--- config.mk ---
export PLATFORM = sky130hd
export DESIGN_NAME = affine_texture_span_walker
export DESIGN_NICKNAME = d
export VERILOG_FILES = /design/src/sv/atsw_pkg.sv /design/src/sv/atsw_pair_unit.sv /design/src/sv/affine_texture_span_walker.sv
export SDC_FILE = /design/constraint.sdc
export NUM_CORES = 1
export LEC_CHECK = 0
export ABC_AREA = 1
export BUFFER_PORTS_ARGS = -buffer_cell sky130_fd_sc_hd__buf_2
export CORE_AREA = 2 2 214 195
export DETAILED_ROUTE_END_ITERATION = 6
export DIE_AREA = 0 0 216 197
export GPL_ROUTABILITY_DRIVEN = 0
export PLACE_DENSITY = 0.63
export SLEW_MARGIN = 20
export SYNTH_ARGS = -nofsm -noshare
export SYNTH_HDL_FRONTEND = slang
export SYNTH_SLANG_ARGS = --single-unit
export TNS_END_PERCENT = 10
--- constraint.sdc ---
create_clock -name aclk -period 8.5 [get_ports aclk]
set_clock_uncertainty 0.1 [all_clocks]
set_input_delay 0.85 -clock aclk [delete_from_list [all_inputs] [get_ports aclk]]
set_output_delay 0.85 -clock aclk [all_outputs]
set_load 0.05 [all_outputs]
--- src/sv/atsw_pkg.sv ---
package atsw_pkg;

    localparam int MAX_SPAN  = 128;
    localparam int DEST_BITS = 16;
    localparam int LEFT_W    = $clog2(MAX_SPAN + 1);

    localparam int ACC_W   = 24;
    localparam int TEXEL_W = 19;
    localparam int BASE_W  = 17;
    localparam int MODE_W  = 2;
    localparam int PIX_W   = 16;

    localparam int S_DATA_W = 128;
    localparam int M_DATA_W = 56;

    typedef enum logic {
        FUNC_SELECT = 1'b0,
        FUNC_SPAN   = 1'b1
    } func_t;

    // State handed to the pair unit for one step.
    typedef struct packed {
        logic [BASE_W-1:0] base;
        logic [MODE_W-1:0] mode;
        logic              col;
        logic              pix_odd;
        logic [ACC_W-1:0]  u;
        logic [ACC_W-1:0]  v;
        logic [ACC_W-1:0]  du;
        logic [ACC_W-1:0]  dv;
        logic [ACC_W-1:0]  du2;
        logic [ACC_W-1:0]  dv2;
        logic [LEFT_W-1:0] left;
    } pair_in_t;

    typedef struct packed {
        logic [TEXEL_W-1:0] texel_first;
        logic [TEXEL_W-1:0] texel_second;
        logic [ACC_W-1:0]   u_next;
        logic [ACC_W-1:0]   v_next;
        logic               has_second;
        logic [LEFT_W-1:0]  left_next;
    } pair_out_t;

    // Bank-select pattern: row is the blend mode, column is 2*column parity + pixel parity.
    function automatic logic bank_bit(input logic [MODE_W-1:0] mode, input logic [1:0] sel);
        logic [3:0] row;
        begin
            case (mode)
                2'd0:    row = 4'b0000;
                2'd1:    row = 4'b0001;
                2'd2:    row = 4'b1001;
                2'd3:    row = 4'b1011;
                default: row = 4'b0000;
            endcase
            bank_bit = row[sel];
        end
    endfunction

    function automatic logic [TEXEL_W-1:0] texel_addr(
        input logic [BASE_W-1:0] base,
        input logic              bank,
        input logic [ACC_W-1:0]  u,
        input logic [ACC_W-1:0]  v
    );
        logic [TEXEL_W-1:0] ofs;
        begin
            ofs = {{(TEXEL_W - BASE_W - 1){1'b0}}, bank, {(BASE_W - 16){1'b0}},
                   v[23:16], u[23:16]};
            texel_addr = TEXEL_W'(base) + ofs;
        end
    endfunction

endpackage

--- src/sv/atsw_pair_unit.sv ---
module atsw_pair_unit (
    input  atsw_pkg::pair_in_t  pin,
    output atsw_pkg::pair_out_t pout
);

    logic [atsw_pkg::ACC_W-1:0] u_mid;
    logic [atsw_pkg::ACC_W-1:0] v_mid;
    logic                       bank_first;
    logic                       bank_second;

    always_comb begin
        u_mid       = pin.u + pin.du;
        v_mid       = pin.v + pin.dv;
        bank_first  = atsw_pkg::bank_bit(pin.mode, {pin.col, pin.pix_odd});
        bank_second = atsw_pkg::bank_bit(pin.mode, {pin.col, ~pin.pix_odd});

        pout.has_second  = (pin.left >= atsw_pkg::LEFT_W'(2));
        pout.texel_first = atsw_pkg::texel_addr(pin.base, bank_first, pin.u, pin.v);
        if (pout.has_second) begin
            pout.texel_second = atsw_pkg::texel_addr(pin.base, bank_second, u_mid, v_mid);
            pout.u_next       = pin.u + pin.du2;
            pout.v_next       = pin.v + pin.dv2;
            pout.left_next    = pin.left - atsw_pkg::LEFT_W'(2);
        end else begin
            // odd tail: only the first pixel is real
            pout.texel_second = '0;
            pout.u_next       = u_mid;
            pout.v_next       = v_mid;
            pout.left_next    = '0;
        end
    end

endmodule

--- src/sv/affine_texture_span_walker.sv ---
// Affine texture span walker. A select item (tuser 0) loads the texture base and blend mode.
// A span item (tuser 1) of N pixels, N saturated to 128 and a length of zero ignored,
// yields ceil(N/2) pixel-pair items, one per cycle while m_tready is high. The pair unit
// forms two texel addresses and advances the U and V accumulators by two steps for each
// full pair. s_tready stays low while a span is walked and rises as the final pair enters
// the output register, so the next item can be taken while that pair still waits. m_tlast
// marks the final pair of a span.
module affine_texture_span_walker (
    input  logic        aclk,
    input  logic        aresetn,

    input  logic        s_tvalid,
    output logic        s_tready,
    // texture_base, blend_mode, span_length, dest_offset, u_start, v_start, u_step, v_step
    input  logic [127:0] s_tdata,
    // func
    input  logic        s_tuser,

    output logic        m_tvalid,
    input  logic        m_tready,
    // pixel_address, texel_address_first, texel_address_second
    output logic [55:0] m_tdata,
    // second_valid
    output logic        m_tuser,
    output logic        m_tlast
);

    typedef enum logic {
        ST_IDLE,
        ST_RUN
    } state_t;

    state_t state_reg;

    logic [atsw_pkg::BASE_W-1:0]    base_reg;
    logic [atsw_pkg::MODE_W-1:0]    mode_reg;
    logic                           col_reg;
    logic [atsw_pkg::DEST_BITS-1:0] pix_reg;
    logic [atsw_pkg::ACC_W-1:0]     u_reg;
    logic [atsw_pkg::ACC_W-1:0]     v_reg;
    logic [atsw_pkg::ACC_W-1:0]     du_reg;
    logic [atsw_pkg::ACC_W-1:0]     dv_reg;
    logic [atsw_pkg::ACC_W-1:0]     du2_reg;
    logic [atsw_pkg::ACC_W-1:0]     dv2_reg;
    logic [atsw_pkg::LEFT_W-1:0]    left_reg;

    logic                           m_valid_reg;
    logic [55:0]                    m_data_reg;
    logic                           m_second_reg;
    logic                           m_last_reg;

    logic [atsw_pkg::BASE_W-1:0] in_base;
    logic [atsw_pkg::MODE_W-1:0] in_mode;
    logic [7:0]                  in_len;
    logic [15:0]                 in_dest;
    logic [15:0]                 in_u;
    logic [15:0]                 in_v;
    logic [atsw_pkg::ACC_W-1:0]  in_du;
    logic [atsw_pkg::ACC_W-1:0]  in_dv;
    logic [atsw_pkg::LEFT_W-1:0] len_sat;

    logic s_fire;
    logic out_free;
    logic step;

    atsw_pkg::pair_in_t  pin;
    atsw_pkg::pair_out_t pout;

    assign in_base = s_tdata[16:0];
    assign in_mode = s_tdata[18:17];
    assign in_len  = s_tdata[26:19];
    assign in_dest = s_tdata[42:27];
    assign in_u    = s_tdata[58:43];
    assign in_v    = s_tdata[74:59];
    assign in_du   = s_tdata[98:75];
    assign in_dv   = s_tdata[122:99];

    assign len_sat = (in_len > 8'(atsw_pkg::MAX_SPAN)) ? atsw_pkg::LEFT_W'(atsw_pkg::MAX_SPAN)
                                                       : atsw_pkg::LEFT_W'(in_len);

    assign s_tready = (state_reg == ST_IDLE);
    assign s_fire   = s_tvalid && s_tready;
    assign out_free = !m_valid_reg || m_tready;
    assign step     = (state_reg == ST_RUN) && out_free;

    always_comb begin
        pin.base    = base_reg;
        pin.mode    = mode_reg;
        pin.col     = col_reg;
        pin.pix_odd = pix_reg[0];
        pin.u       = u_reg;
        pin.v       = v_reg;
        pin.du      = du_reg;
        pin.dv      = dv_reg;
        pin.du2     = du2_reg;
        pin.dv2     = dv2_reg;
        pin.left    = left_reg;
    end

    atsw_pair_unit u_pair (
        .pin  (pin),
        .pout (pout)
    );

    always_ff @(posedge aclk) begin
        if (!aresetn) begin
            state_reg   <= ST_IDLE;
            base_reg    <= '0;
            mode_reg    <= '0;
            left_reg    <= '0;
            m_valid_reg <= 1'b0;
        end else begin
            if (m_valid_reg && m_tready && !step) begin
                m_valid_reg <= 1'b0;
            end
            case (state_reg)
                ST_IDLE: begin
                    if (s_fire) begin
                        if (atsw_pkg::func_t'(s_tuser) == atsw_pkg::FUNC_SELECT) begin
                            base_reg <= in_base;
                            mode_reg <= in_mode;
                        end else if (in_len != 8'd0) begin
                            // load the walk; accumulators hold 8.16 positions
                            col_reg   <= in_dest[7];
                            pix_reg   <= atsw_pkg::DEST_BITS'(in_dest);
                            u_reg     <= {in_u, 8'h00};
                            v_reg     <= {in_v, 8'h00};
                            du_reg    <= in_du;
                            dv_reg    <= in_dv;
                            du2_reg   <= {in_du[atsw_pkg::ACC_W-2:0], 1'b0};
                            dv2_reg   <= {in_dv[atsw_pkg::ACC_W-2:0], 1'b0};
                            left_reg  <= len_sat;
                            state_reg <= ST_RUN;
                        end
                    end
                end
                ST_RUN: begin
                    if (step) begin
                        m_valid_reg  <= 1'b1;
                        m_data_reg   <= {2'b00, pout.texel_second, pout.texel_first,
                                         16'(pix_reg)};
                        m_second_reg <= pout.has_second;
                        m_last_reg   <= (pout.left_next == '0);
                        u_reg        <= pout.u_next;
                        v_reg        <= pout.v_next;
                        pix_reg      <= pix_reg + atsw_pkg::DEST_BITS'(2);
                        left_reg     <= pout.left_next;
                        if (pout.left_next == '0) begin
                            state_reg <= ST_IDLE;
                        end
                    end
                end
                default: begin
                    state_reg <= ST_IDLE;
                end
            endcase
        end
    end

    assign m_tvalid = m_valid_reg;
    assign m_tdata  = m_data_reg;
    assign m_tuser  = m_second_reg;
    assign m_tlast  = m_last_reg;

    a_span_starts: assert property (@(posedge aclk) disable iff (!aresetn)
        (s_fire && s_tuser && in_len != 8'd0) |=> (state_reg == ST_RUN))
        else $error("span item did not start a walk");

    a_run_has_work: assert property (@(posedge aclk) disable iff (!aresetn)
        (state_reg == ST_RUN) |-> (left_reg != '0 &&
                                   left_reg <= atsw_pkg::LEFT_W'(atsw_pkg::MAX_SPAN)))
        else $error("pixel count out of range while walking");

    a_last_ends_run: assert property (@(posedge aclk) disable iff (!aresetn)
        (step && pout.left_next == '0) |=> (state_reg == ST_IDLE && m_tvalid && m_tlast))
        else $error("final pair did not end the walk");

    a_pair_advances: assert property (@(posedge aclk) disable iff (!aresetn)
        (step && pout.left_next != '0) |=> (m_tvalid && !m_tlast && m_tuser))
        else $error("inner pair lost its second pixel or was marked last");

endmodule

==> results.md <==
- I/O pin cnt: roughly 190
- Total core area: 40,290 um^2
- Largest net degree at the start of global routing: 55
- Yosys cell types: 51
- RSZ-0062 raised after global routing: no
- Seq cells post-synth: a little under 200
- Area share of the largest cell type after synthesis: between 30% and 40%
- Die Wd: between 200 and 250 um
- Critical path type: flip-flop to flip-flop
- Postcts setup bufs: 0
- Layout cells sized above 1: between 10 and 15%
- First-pass DRT Iterations: 5
- Die Y: approximately 200 um
- Max-slew headroom: approximately half
- Routed wire length: slightly below 50,000 um
- CTS H-tree depth: 4
- Vias in the first global route: 14,440
- Hold Slack: 0.3643 ns
- Layout Area Growth over Synthesis: 13.02%
- F_max: 245.3 MHz
- HPWL after DPL: 37,830 um
- Clk sinks: around 200
- Clock buffer depth: 2
- First-pass GRT wire length: approximately 75,000 um
- Drt wl/cell: about 16 um
- Hold WC Path Type: flip-flop to flip-flop
- Number of routed nets with antenna violations: 0
- Mapped Avg Cell Area: around 7.0 um^2
- Critical path arrival: around 4.2 ns
- Area of the multi-input gates: between 8000 and 9000 um^2
- Main synth FF type: edfxtp_1
- Sequential share of power: between 30 and 40%
- Antenna violations before repair: 2
- Drt via density: a little over 5
- Total congestion overflow: 0
- Global Route Usage Sum: a little under a quarter
- Num rows: 70
- PortBufs: 185
- DR iter-0 viols: 1,280
- Total CTS buffers: 17
- Initial core utilization: 39.58%
- Leading area contributor after synthesis: edfxtp_1
- Area contributors post-synth: edfxtp_1 32%, nand2_1 18%, ha_1 9.7%
- YS warnings: 0
- Async S/R FF share, synth: 0%
- FF+latch area: ~5700 um^2
- Critical Path Fanout Max: 4
- Post-synth EDFFs: around 170
- Max Cap Viol: 0
- Clock power share: around 27%
- Min-Delay Startpoint: pix_reg[6]
- Most numerous cell in the Yosys netlist: nand2_1
- Switching Share: about two fifths
- # nets final: ~2,700
- CTS tree: built
- Hold-fix buffer count after cts: 0
- Fill cells: around 4,200
- Cells after Synth: between 2,000 and 2,500
- Outcome: completed
- Element type at the critical path end: flip-flop
- Int Pwr: roughly 1.9 mW
- Die ar.: 42,550 um^2
- VDD IR max: 0.0001247 V
- CTS root buf: clkbuf_16
- Net Switching: about 1.2 mW
- Synth top cells by count: 780 x nand2_1, 327 x inv_1, 231 x nor2_1
- P_leak: ~9 nW
- Mapped cell area: between 15,000 and 20,000 um^2
- Clock transition at the registers of the reported paths: approximately 0.080 ns
- P per Cell Area: 168.0 nW/um^2
- Critical Path Start Type: flip-flop
- Fin. Hold Viols: 0
- Launching point of the worst reg2reg path: du_reg[0]
- Register area share after synthesis: between 30% and 40%
- Critical path startpoint: du_reg[0]
- Drt drc: 0
- Max Slew Vio Count: 0
- Tcrit/Tclk final: 47.97%
- Setup TNS: 0 ns
- Final setup viols: 0
- Comb pwr share: between 30% and 40%
- Clk_lat worst skew: between 0.4 and 0.5 ns
- Min Tclk post-route: between 4 and 5 ns
- Post-CTS Resized: 0
- Worst Tran Pin Value: 0.7259 ns
- Required @ worst endpoint: roughly 8.6 ns
- Max FFs per register: 54
- Vias: between 15,000 and 20,000
[through the flow]
stage,power [mW],cell area (um^2),cells,util [%],worst slack (ns)
CTS,3.039,18020,3024,44.72,4.429
global placement,2.206,17450,2992,43.31,4.497
detailed placement,2.221,17450,2992,43.31,4.481
global route,3.216,18020,3026,44.74,4.022
finish,3.028,18020,3026,44.74,4.423
floorplan,1.938,15950,2293,-,3.989
[logic make-up (layout without fill, tap and decap cells)]
family	Yosys count	in the layout	share of synthesized area, %
compound gates	274	274	9.305
buf+inv	363	554	8.913
simple gates	1287	1287	33.67
fa+ha+maj	130	130	10.48
xor+xnor	39	39	2.142
flops	198	198	35.46
other cells	1	4	0.02351
[layout by cell type, fill, tap and decap left out, types with 6 or more instances in the layout]
cell       Yosys  final
nand2_1      780    780
inv_1        327    326
nor2_1       231    228
buf_2          8    185
edfxtp_1     169    169
nand3_1      165    165
a21oi_1      134    134
ha_1         124    124
o21ai_0       91     91
nand4_1       28     28
dfxtp_1       29     28
xor2_1        23     23
and2_1        20     20
nand3b_1      20     20
nor3_1        19     19
clkbuf_16      0     17
xnor2_1       16     16
o21ai_1       11     11
o21bai_1       7      7
o21a_1         6      6
nor2_4         3      6
fa_1           6      6
buf_4          5      6
[final timing paths]
kind | to | slack (ns) | cells after the start
setup / recovery | m_tdata[45] | 4.42 | 25
hold / removal | m_tdata[6] | 0.36 | 0
setup reg to reg | m_tdata[45] | 4.42 | 25
hold reg to reg | m_tdata[6] | 0.36 | 0
[area by class of cell]
type | count | area share, %
diodes | 2 | 0.02777
clock buffers | 19 | 2.402
clock inverters | 13 | 0.7497
inverters | 331 | 6.935
multi-input cells | 1732 | 49.36
flip-flops and latches | 198 | 31.39
well taps | 540 | 3.749
repair buffers | 191 | 5.387
[power groups by stage]
stage	registers, mW	clock network [mW]	logic [mW]
5_1_grt	1.19	0.870	1.15
3_5_place_dp	1.21	0	1.01
3_3_place_gp	1.21	0	0.999
4_1_cts	1.19	0.835	1.02
2_1_floorplan	1.24	0	0.699
6_report	1.19	0.811	1.03
[metal layers]
layer	vias to the layer above	global-route usage, %	part of all wire (%)
met2	540	35.45	43
li1	7804	-	-
met3	82	4.583	7.8
met5	-	0	0
met1	7019	30.86	46
met4	0	8.295	2.9
[worst max-delay path: stages, from the launching register on]
cell and delay, ns:
edfxtp_1 0.37, ha_1 0.18, inv_1 0.06, fa_1 0.42, inv_1 0.12, nand3_1 0.07, nand3_1 0.18, a21oi_1 0.12
inv_1 0.09, nand2_1 0.07, nand2_1 0.06, nand2_1 0.04, nand2_1 0.10, ha_1 0.22, inv_1 0.08, fa_1 0.36
inv_1 0.08, nand2_1 0.06, a21oi_1 0.33, a21boi_0 0.21, o21ai_2 0.20, nand2_1 0.08, nand2_1 0.09, nand2_1 0.06
nand2_1 0.05, nor2_1 0.05
Power figures use the tool's default switching activity.
